<file path="src/rtl/core/assert_macros.svh">
// Assertion macros for the tape record serializer core.
// Expects signals named clock and reset in the scope of use.
`ifndef ASSERT_MACROS_SVH
`define ASSERT_MACROS_SVH

// Same-cycle implication, checked at each rising clock edge outside reset.
`define ASSERT_IMPL(label, ante, cons, msg) \
   label: assert property (@(posedge clock) disable iff (reset) (ante) |-> (cons)) \
      else $error(msg);

// Next-cycle implication.
`define ASSERT_NEXT(label, ante, cons, msg) \
   label: assert property (@(posedge clock) disable iff (reset) (ante) |=> (cons)) \
      else $error(msg);

`endif

</file>
<file path="src/rtl/core/trbs_pkg.sv">
// Shared types and constants of the tape record serializer core.
// No dependencies; used by the interfaces and every module.
package trbs_pkg;

   localparam int BIT_IDX_W   = 19;
   localparam int BYTE_W      = 8;
   localparam int WORD_W      = 16;
   localparam int NAME_W      = 128;
   localparam int NAME_IDX_W  = 7;
   localparam int CSR_IDX_W   = 1;
   localparam int CSR_DATA_W  = 64;
   localparam int SECTION_W   = 3;

   localparam logic [CSR_IDX_W-1:0] CSR_NAME_LOW  = 1'b0;
   localparam logic [CSR_IDX_W-1:0] CSR_NAME_HIGH = 1'b1;

   localparam logic [SECTION_W-1:0] SEC_ADDR = 3'd0;
   localparam logic [SECTION_W-1:0] SEC_LEN  = 3'd1;
   localparam logic [SECTION_W-1:0] SEC_NAME = 3'd2;
   localparam logic [SECTION_W-1:0] SEC_DATA = 3'd3;
   localparam logic [SECTION_W-1:0] SEC_SUM  = 3'd4;

   // header words are 16 bits, the name block is 16 bytes
   localparam logic [BIT_IDX_W-1:0] HDR_BITS  = 19'd16;
   localparam logic [BIT_IDX_W-1:0] NAME_BITS = 19'd128;

   typedef enum logic [5:0] {
      PH_IDLE = 6'b000001,
      PH_ADDR = 6'b000010,
      PH_LEN  = 6'b000100,
      PH_NAME = 6'b001000,
      PH_DATA = 6'b010000,
      PH_SUM  = 6'b100000
   } phase_type;

   typedef struct packed {
      phase_type              phase;
      logic [BIT_IDX_W-1:0]   bit_index;
      logic [BYTE_W-1:0]      held_byte;
      logic [WORD_W-1:0]      record_length;
      logic [WORD_W-1:0]      running_sum;
      logic                   source_ok;
   } state_type;

   typedef struct packed {
      logic                   bit_out;
      logic                   byte_taken;
      logic [SECTION_W-1:0]   section;
      logic                   record_last;
   } result_type;

   localparam state_type STATE_RESET = '{
      phase:         PH_IDLE,
      bit_index:     '0,
      held_byte:     '0,
      record_length: '0,
      running_sum:   '0,
      source_ok:     1'b0
   };

endpackage

</file>
<file path="src/rtl/core/trbs_ifs.sv">
// Valid/ready channel interfaces: strobe requests, result bits, register writes.
// Depends on trbs_pkg for field widths.
interface trbs_req_if;
   import trbs_pkg::*;
   logic              valid;
   logic              ready;
   logic              action;
   logic [BYTE_W-1:0] source_byte;
   logic              file_present;
   modport source (output valid, output action, output source_byte, output file_present,
                   input ready);
   modport sink   (input valid, input action, input source_byte, input file_present,
                   output ready);
endinterface

interface trbs_rsp_if;
   import trbs_pkg::*;
   logic                 valid;
   logic                 ready;
   logic                 bit_out;
   logic                 byte_taken;
   logic [SECTION_W-1:0] section;
   logic                 record_last;
   modport source (output valid, output bit_out, output byte_taken, output section,
                   output record_last, input ready);
   modport sink   (input valid, input bit_out, input byte_taken, input section,
                   input record_last, output ready);
endinterface

interface trbs_csr_if;
   import trbs_pkg::*;
   logic                  valid;
   logic                  ready;
   logic [CSR_IDX_W-1:0]  reg_index;
   logic [CSR_DATA_W-1:0] wdata;
   modport source (output valid, output reg_index, output wdata, input ready);
   modport sink   (input valid, input reg_index, input wdata, output ready);
endinterface

</file>
<file path="src/rtl/core/trbs_csr.sv">
// Name registers written over the configuration channel.
// Depends on trbs_pkg and trbs_csr_if.
module trbs_csr (
   input  logic                       clock,
   input  logic                       reset,
   trbs_csr_if.sink                   csr_chan,
   output logic [trbs_pkg::NAME_W-1:0] name_bits
);
   import trbs_pkg::*;

   logic [CSR_DATA_W-1:0] name_low_ff, name_low_in;
   logic [CSR_DATA_W-1:0] name_high_ff, name_high_in;
   logic                  wr_en;

   assign csr_chan.ready = 1'b1;
   assign wr_en = csr_chan.valid & csr_chan.ready;

   always_comb begin
      name_low_in  = name_low_ff;
      name_high_in = name_high_ff;
      if (wr_en) begin
         case (csr_chan.reg_index)
            CSR_NAME_LOW:  name_low_in  = csr_chan.wdata;
            CSR_NAME_HIGH: name_high_in = csr_chan.wdata;
            default: ;
         endcase
      end
   end

   always_ff @(posedge clock) begin
      if (reset) begin
         name_low_ff  <= '0;
         name_high_ff <= '0;
      end else begin
         name_low_ff  <= name_low_in;
         name_high_ff <= name_high_in;
      end
   end

   assign name_bits = {name_high_ff, name_low_ff};

endmodule

</file>
<file path="src/rtl/core/trbs_step.sv">
// Per-strobe next-state and result logic of the record serializer.
// Depends on trbs_pkg.
module trbs_step (
   input  trbs_pkg::state_type          cur,
   input  logic                         action,
   input  logic [trbs_pkg::BYTE_W-1:0]  source_byte,
   input  logic                         file_present,
   input  logic [trbs_pkg::NAME_W-1:0]  name_bits,
   output trbs_pkg::state_type          nxt,
   output trbs_pkg::result_type         result,
   output logic                         has_result
);
   import trbs_pkg::*;

   state_type            st;
   logic [BIT_IDX_W-1:0] idx_inc;
   logic                 byte_start;
   logic [BYTE_W-1:0]    hb;
   logic [WORD_W:0]      sum_add;

   always_comb begin
      st = cur;
      if (cur.phase == PH_IDLE) begin
         st = STATE_RESET;
         st.phase     = PH_ADDR;
         st.held_byte = cur.held_byte;
         st.source_ok = file_present;
      end

      idx_inc    = st.bit_index + 1'b1;
      byte_start = (st.bit_index[2:0] == 3'd0);
      hb         = st.held_byte;
      sum_add    = '0;
      nxt        = st;
      nxt.bit_index = idx_inc;
      result     = '0;
      has_result = 1'b1;

      case (st.phase)
         PH_ADDR: begin
            result.section = SEC_ADDR;
            if (byte_start) begin
               hb = st.source_ok ? source_byte : '0;
               result.byte_taken = st.source_ok;
            end
            result.bit_out = hb[st.bit_index[2:0]];
            nxt.held_byte  = hb;
            if (idx_inc >= HDR_BITS) begin
               nxt.phase     = PH_LEN;
               nxt.bit_index = '0;
            end
         end
         PH_LEN: begin
            result.section = SEC_LEN;
            if (byte_start) begin
               // no file: length word is 1
               if (st.source_ok) hb = source_byte;
               else              hb = (st.bit_index == '0) ? 8'd1 : 8'd0;
               result.byte_taken = st.source_ok;
               if (st.bit_index[3]) nxt.record_length = {hb, st.record_length[BYTE_W-1:0]};
               else                 nxt.record_length = st.record_length | {8'd0, hb};
            end
            result.bit_out = hb[st.bit_index[2:0]];
            nxt.held_byte  = hb;
            if (idx_inc >= HDR_BITS) begin
               nxt.phase     = PH_NAME;
               nxt.bit_index = '0;
            end
         end
         PH_NAME: begin
            result.section = SEC_NAME;
            result.bit_out = name_bits[st.bit_index[NAME_IDX_W-1:0]];
            if (idx_inc >= NAME_BITS) begin
               nxt.phase     = PH_DATA;
               nxt.bit_index = '0;
            end
         end
         PH_DATA: begin
            result.section = SEC_DATA;
            if (byte_start) begin
               hb = source_byte;
               result.byte_taken = 1'b1;
               // ones-complement style add, carry folds back in
               sum_add = {1'b0, st.running_sum} + {9'd0, hb};
               nxt.running_sum = sum_add[WORD_W-1:0] + {15'd0, sum_add[WORD_W]};
            end
            result.bit_out = hb[st.bit_index[2:0]];
            nxt.held_byte  = hb;
            // zero length wraps the counter to 65536 bytes
            if (idx_inc == {st.record_length, 3'b000}) begin
               if (!st.source_ok) nxt.running_sum = nxt.running_sum + 1'b1;
               nxt.phase     = PH_SUM;
               nxt.bit_index = '0;
            end
         end
         PH_SUM: begin
            result.section = SEC_SUM;
            result.bit_out = st.running_sum[st.bit_index[3:0]];
            if (idx_inc >= HDR_BITS) begin
               result.record_last = 1'b1;
               nxt.phase          = PH_IDLE;
               nxt.bit_index      = '0;
            end
         end
         default: begin
            nxt        = st;
            nxt.phase  = PH_IDLE;
            has_result = 1'b0;
         end
      endcase

      // relay stop: back to idle, nothing else changes
      if (action) begin
         nxt        = cur;
         nxt.phase  = PH_IDLE;
         has_result = 1'b0;
         result     = '0;
      end
   end

endmodule

</file>
<file path="src/rtl/core/trbs_out_reg.sv">
// Result register between the step logic and the result channel.
// Depends on trbs_pkg and trbs_rsp_if.
module trbs_out_reg (
   input  logic                  clock,
   input  logic                  reset,
   input  logic                  load,
   input  trbs_pkg::result_type  result,
   output logic                  space_ok,
   trbs_rsp_if.source            rsp_chan
);
   import trbs_pkg::*;

   logic       valid_ff, valid_in;
   result_type data_ff, data_in;

   // slot frees when its transaction completes in the same cycle
   assign space_ok = !valid_ff || rsp_chan.ready;

   always_comb begin
      valid_in = valid_ff;
      data_in  = data_ff;
      if (valid_ff && rsp_chan.ready) valid_in = 1'b0;
      if (load) begin
         valid_in = 1'b1;
         data_in  = result;
      end
   end

   always_ff @(posedge clock) begin
      if (reset) valid_ff <= 1'b0;
      else       valid_ff <= valid_in;
   end

   always_ff @(posedge clock) begin
      data_ff <= data_in;
   end

   assign rsp_chan.valid       = valid_ff;
   assign rsp_chan.bit_out     = data_ff.bit_out;
   assign rsp_chan.byte_taken  = data_ff.byte_taken;
   assign rsp_chan.section     = data_ff.section;
   assign rsp_chan.record_last = data_ff.record_last;

endmodule

</file>
<file path="src/rtl/core/tape_record_bit_serializer_core.sv">
// Tape record bit serializer: one record bit per strobe transaction.
// An accepted strobe's result bit is registered and offered in the cycle after acceptance.
// Throughput: one transaction per cycle while the result slot has space; a held result stalls new strobes.
// An abort transaction gives no result and returns the record state to idle.
// Synchronous reset clears record state, name registers and the result slot.
`include "assert_macros.svh"

module tape_record_bit_serializer_core (
   input  logic         clock,
   input  logic         reset,
   trbs_req_if.sink     req_chan,
   trbs_rsp_if.source   rsp_chan,
   trbs_csr_if.sink     csr_chan
);
   import trbs_pkg::*;

   state_type            state_ff, state_in;
   state_type            step_nxt;
   result_type           step_result;
   logic                 step_has_result;
   logic                 space_ok;
   logic                 req_accept;
   logic [NAME_W-1:0]    name_bits;

   assign req_chan.ready = space_ok;
   assign req_accept     = req_chan.valid & req_chan.ready;

   trbs_csr u_csr (
      .clock     (clock),
      .reset     (reset),
      .csr_chan  (csr_chan),
      .name_bits (name_bits)
   );

   trbs_step u_step (
      .cur          (state_ff),
      .action       (req_chan.action),
      .source_byte  (req_chan.source_byte),
      .file_present (req_chan.file_present),
      .name_bits    (name_bits),
      .nxt          (step_nxt),
      .result       (step_result),
      .has_result   (step_has_result)
   );

   assign state_in = req_accept ? step_nxt : state_ff;

   always_ff @(posedge clock) begin
      if (reset) state_ff <= STATE_RESET;
      else       state_ff <= state_in;
   end

   trbs_out_reg u_out (
      .clock    (clock),
      .reset    (reset),
      .load     (req_accept && step_has_result),
      .result   (step_result),
      .space_ok (space_ok),
      .rsp_chan (rsp_chan)
   );

   `ASSERT_NEXT(a_abort_idle, req_accept && req_chan.action,
                state_ff.phase == PH_IDLE, "abort did not return to idle")
   `ASSERT_IMPL(a_last_in_sum, rsp_chan.valid && rsp_chan.record_last,
                rsp_chan.section == SEC_SUM, "record end outside checksum")
   `ASSERT_IMPL(a_name_no_take, rsp_chan.valid && rsp_chan.section == SEC_NAME,
                !rsp_chan.byte_taken, "byte taken in name section")
   `ASSERT_NEXT(a_last_to_idle, req_accept && !req_chan.action && step_result.record_last,
                state_ff.phase == PH_IDLE, "record end left state active")

endmodule

</file>
<file path="src/flat_wrapper.sv">
// flat-port wrapper written by rule: the top's interface ports become plain ports
module tape_record_bit_serializer_core_flat import trbs_pkg::*;
  (clock, reset, req_chan_valid, req_chan_action, req_chan_source_byte, req_chan_file_present, req_chan_ready, rsp_chan_valid, rsp_chan_bit_out, rsp_chan_byte_taken, rsp_chan_section, rsp_chan_record_last, rsp_chan_ready, csr_chan_valid, csr_chan_reg_index, csr_chan_wdata, csr_chan_ready);
  trbs_req_if req_chan_i ();
  trbs_rsp_if rsp_chan_i ();
  trbs_csr_if csr_chan_i ();
  input  logic clock;
  input  logic reset;
  input wire logic [$bits(req_chan_i.valid)-1:0] req_chan_valid;
  input wire logic [$bits(req_chan_i.action)-1:0] req_chan_action;
  input wire logic [$bits(req_chan_i.source_byte)-1:0] req_chan_source_byte;
  input wire logic [$bits(req_chan_i.file_present)-1:0] req_chan_file_present;
  output wire logic [$bits(req_chan_i.ready)-1:0] req_chan_ready;
  output wire logic [$bits(rsp_chan_i.valid)-1:0] rsp_chan_valid;
  output wire logic [$bits(rsp_chan_i.bit_out)-1:0] rsp_chan_bit_out;
  output wire logic [$bits(rsp_chan_i.byte_taken)-1:0] rsp_chan_byte_taken;
  output wire logic [$bits(rsp_chan_i.section)-1:0] rsp_chan_section;
  output wire logic [$bits(rsp_chan_i.record_last)-1:0] rsp_chan_record_last;
  input wire logic [$bits(rsp_chan_i.ready)-1:0] rsp_chan_ready;
  input wire logic [$bits(csr_chan_i.valid)-1:0] csr_chan_valid;
  input wire logic [$bits(csr_chan_i.reg_index)-1:0] csr_chan_reg_index;
  input wire logic [$bits(csr_chan_i.wdata)-1:0] csr_chan_wdata;
  output wire logic [$bits(csr_chan_i.ready)-1:0] csr_chan_ready;
  assign req_chan_i.valid = req_chan_valid;
  assign req_chan_i.action = req_chan_action;
  assign req_chan_i.source_byte = req_chan_source_byte;
  assign req_chan_i.file_present = req_chan_file_present;
  assign req_chan_ready = req_chan_i.ready;
  assign rsp_chan_valid = rsp_chan_i.valid;
  assign rsp_chan_bit_out = rsp_chan_i.bit_out;
  assign rsp_chan_byte_taken = rsp_chan_i.byte_taken;
  assign rsp_chan_section = rsp_chan_i.section;
  assign rsp_chan_record_last = rsp_chan_i.record_last;
  assign rsp_chan_i.ready = rsp_chan_ready;
  assign csr_chan_i.valid = csr_chan_valid;
  assign csr_chan_i.reg_index = csr_chan_reg_index;
  assign csr_chan_i.wdata = csr_chan_wdata;
  assign csr_chan_ready = csr_chan_i.ready;
  tape_record_bit_serializer_core u_core (.clock(clock), .reset(reset), .req_chan(req_chan_i), .rsp_chan(rsp_chan_i), .csr_chan(csr_chan_i));
endmodule
</file>
<file path="config.mk">
export PLATFORM = sky130hd
export DESIGN_NAME = tape_record_bit_serializer_core_flat
export DESIGN_NICKNAME = d
export VERILOG_FILES = /design/src/rtl/core/trbs_pkg.sv /design/src/rtl/core/trbs_ifs.sv /design/src/rtl/core/trbs_csr.sv /design/src/rtl/core/trbs_step.sv /design/src/rtl/core/trbs_out_reg.sv /design/src/rtl/core/tape_record_bit_serializer_core.sv /design/src/flat_wrapper.sv
export VERILOG_INCLUDE_DIRS = /design/src /design/src/rtl/core
export SDC_FILE = /design/constraint.sdc
export NUM_CORES = 1
export LEC_CHECK = 0
export ABC_CLOCK_PERIOD_IN_PS = 6810
export BUFFER_PORTS_ARGS = -buffer_cell sky130_fd_sc_hd__buf_2
export CAP_MARGIN = 20
export CORE_AREA = 4 4 152 184
export CTS_CLUSTER_DIAMETER = 80
export DETAILED_ROUTE_END_ITERATION = 8
export DIE_AREA = 0 0 156 188
export PLACE_DENSITY_LB_ADDON = 0.05
export SLEW_MARGIN = 40
export SYNTH_ARGS = -nofsm -noshare
export SYNTH_HDL_FRONTEND = slang
export SYNTH_HIERARCHICAL = 1
export SYNTH_SLANG_ARGS = --single-unit
</file>
<file path="constraint.sdc">
create_clock -name clock -period 6.81 [get_ports clock]
set_input_delay 0.681 -clock clock [delete_from_list [all_inputs] [get_ports clock]]
set_output_delay 0.681 -clock clock [all_outputs]
set_load 0.02 [all_outputs]
</file>
==> results.ini <==
[die]
die_w_um=156
core_area_um2=26100
start_util_pct=54.6
rows=65
io_pins=89
fp.dieH_um=188
die-area_um2=29300

[synthesis]
synth_cell_types=99
ys_seq_elements=201
synth_area_leaders=dfxtp_1 27%, mux2i_1 10%, nand2b_1 8.9%
synth_cells=1741
syn_nets=1830
synth_top_cell_by_area=dfxtp_1
yosysWarnings=6
synth_flop_cell=dfxtp_1
synth_edf_count=6
ys_seq_area_share_pct=28.7
synth_commonest_cells=203 x nand2b_1, 195 x dfxtp_1, 169 x nand2_1, 142 x mux2i_1, 127 x nand3_1
yosysMostFrequentCell=nand2b_1
synth_area_um2=14200
synth_top_area_share_pct=27.4
avgSynthCellArea_um2=8.18
async_flop_share_pct=0

[detailed_routing]
vias_per_cell=6.24
wl_um=41200
drtIter0Drc=1047
antenna_left=0
vias=12942
drc_errors=0
wl_per_cell_um=19.9
firstDrtPassIters=6

[setup_path]
startpoint_type=register
cp-end-kind=register
reg2reg_slack_ps=640
path_max_fanout=7
worst_ep_arrival_time_ps=6610
critPathKind=register to register
worstPathRequired_ps=7250

[timing]
setup_viol=0
tightest_slew_ps=829
fin_skew_ps=19.2
rsz0062_at_grt=false
clock.fmax_mhz=162
finalHoldViolCount=0
slew_violations=0
setup_tns_ps=0
finalCritPeriodShare_pct=90.6
slew_headroom_pct=44.6
period_needed_ps=6170

[clock_tree]
clock_tree.buffer_depth=3
clk_pin_slew_ps=60
cts_tree=done
clk_latency_ps=530
cts_buffers=24
cts_max_level=1
post-cts-setup-buffers=0
cts-resized-gates=0
postCtsHoldBufs=0
numClockSinks=201
cts-root-buf=clkbuf_16

[placed_design]
hpwl_um=26900
postPlaceCellArea_um2=14600
place.gp.congestion=0.950
io_buffers=87

[run]
maxCapViolCount=0

[finish]
antenna_cells=0
stdcell_area_um2=15400
fin_nets=1810
area_growth_pct=8.35
drive_above_1_share_pct=14.4

[power_and_ir_drop]
ir_drop_mv=0.218
p_sw_uw=803
leakagePower_uw=0.00581
combPwrFrac_pct=13.0
power.internal_uw=2200
p_sw_share_pct=26.8
pwr-share-clk_pct=45.3
powerDensity_nw_per_um2=194
p_seq_share_pct=41.7

[global_route]
antenna_found_initial=0
grt_pass1_vias=12420
grt_pass1_wl_um=66700
grtUsageTotal_pct=27.3
grt_overflow_total=0
grt_max_degree=102

[worst_hold_path]
hp-class=primary input to register

[status]
status=finished, final reports clean

-- worst max-delay path, cell delays in order, from the launching register on --
cell and delay [ps]:
dfxtp_1 450, nor2b_1 440, nand2_2 150, nand2_1 140, xnor2_1 130, ha_1 300
o31ai_2 130, a21oi_1 260, a22oi_2 100, nor2_1 100, nor2_1 110, nor4_1 390
and4_1 260, ha_1 200, nand2_1 60, nor4_1 430, or2_2 220, nand3_1 180
nor4_2 500, nand3_2 160, xnor2_1 190, a2111oi_2 410, a41oi_1 190, nor3_2 160
mux2i_1 200, nand3_1 80, a21oi_1 140
-- layer usage --
metal | global-route usage [%] | vias up | wire length, µm
met3 | 4.13 | 73 | 2450
met5 | 0 | - | 0
met4 | 8.22 | 0 | 1050
met1 | 36.4 | 6209 | 18100
li1 | - | 6250 | -
met2 | 45.4 | 410 | 19600
-- worst paths after layout --
kind | from | endpoint | cells past startpoint
worst max-delay path | u_core/state_ff[60] | u_core/state_ff[16] | 26
worst min-delay path | csr_chan_wdata[25] | u_core/u_csr/name_low_ff[25] | 3
worst max register to register | u_core/state_ff[60] | u_core/state_ff[16] | 26
worst min register to register | u_core/u_csr/name_low_ff[55] | u_core/u_csr/name_low_ff[55] | 2
-- power groups by stage --
stage | Combinational, µW | Clock, µW | Sequential, µW
3_5_place_dp | 384 | 0 | 1280
4_1_cts | 386 | 1390 | 1250
6_report | 391 | 1360 | 1250
3_3_place_gp | 383 | 0 | 1270
5_1_grt | 428 | 1440 | 1250
2_1_floorplan | 274 | 0 | 1270
-- kinds of logic after synthesis --
family | after synthesis | synth area share [%]
flops | 201 | 28.7
buf+inv | 178 | 5.80
other cells | 1 | 0.0263
simple gates | 706 | 26.6
fa+ha+maj | 9 | 0.791
mux | 153 | 11.3
xor+xnor | 68 | 4.64
compound gates | 425 | 22.1
-- state kept, by name (all words and copies together), names as in the netlist --
signal                             cells
u_core/state_ff                       66
u_core/u_csr/name_high_ff             64
u_core/u_csr/name_low_ff              64
u_core/u_out/rsp_chan.section          3
u_core/u_out/rsp_chan.bit_out          1
u_core/u_out/rsp_chan.byte_taken       1
u_core/u_out/rsp_chan.record_last      1
u_core/u_out/rsp_chan.valid            1
-- area by class of cell --
type                    count  area (µm²)
multi-input cells        1362        9360
well taps                 335         419
clock buffers              34         699
flip-flops and latches    201        4080
clock inverters             9         138
inverters                  19        71.3
repair buffers            113         659
fillers                  2412       10700
-- cell usage in the layout, fill, tap and decap left out, types with 8 or more instances in the layout --
master     synthesis  final
clkbuf_16          0     25
buf_4              9     24
nor3_1            31     31
or3_1              8      8
mux2i_1          142    142
nor2_1            45     45
nand2_1          169    167
inv_1             17     17
nand2b_1         203    203
a31oi_1           15     15
xor2_1            14     14
nor4_1            16     16
nand4_1           18     18
a21bo_2           53     53
o21ai_1           13     11
a211oi_1          21     21
a21oi_1          104    104
dfxtp_1          195    195
and2_1            13     11
ha_1               9      9
buf_2             33     85
o31ai_1           19     19
o21ai_0           45     45
a21bo_1           13     13
a311oi_1           8      8
a22o_1            33     33
nand3_1          127    127
and3_1            30     30
a221oi_1          20     20
and4_1            10     10
xnor2_1           49     49
-- through the flow --
stage	hold WS [ps]	total power [µW]	setup WS (ps)	instances	util, %
floorplan	444	1550	582	1741	-
global placement	454	1660	851	2029	55.8
detailed placement	462	1660	736	2029	55.8
CTS	414	3020	679	2072	59.0
global route	434	3120	76.4	2073	59.1
finish	431	3000	641	2073	59.1
Power figures use the tool's default switching activity.
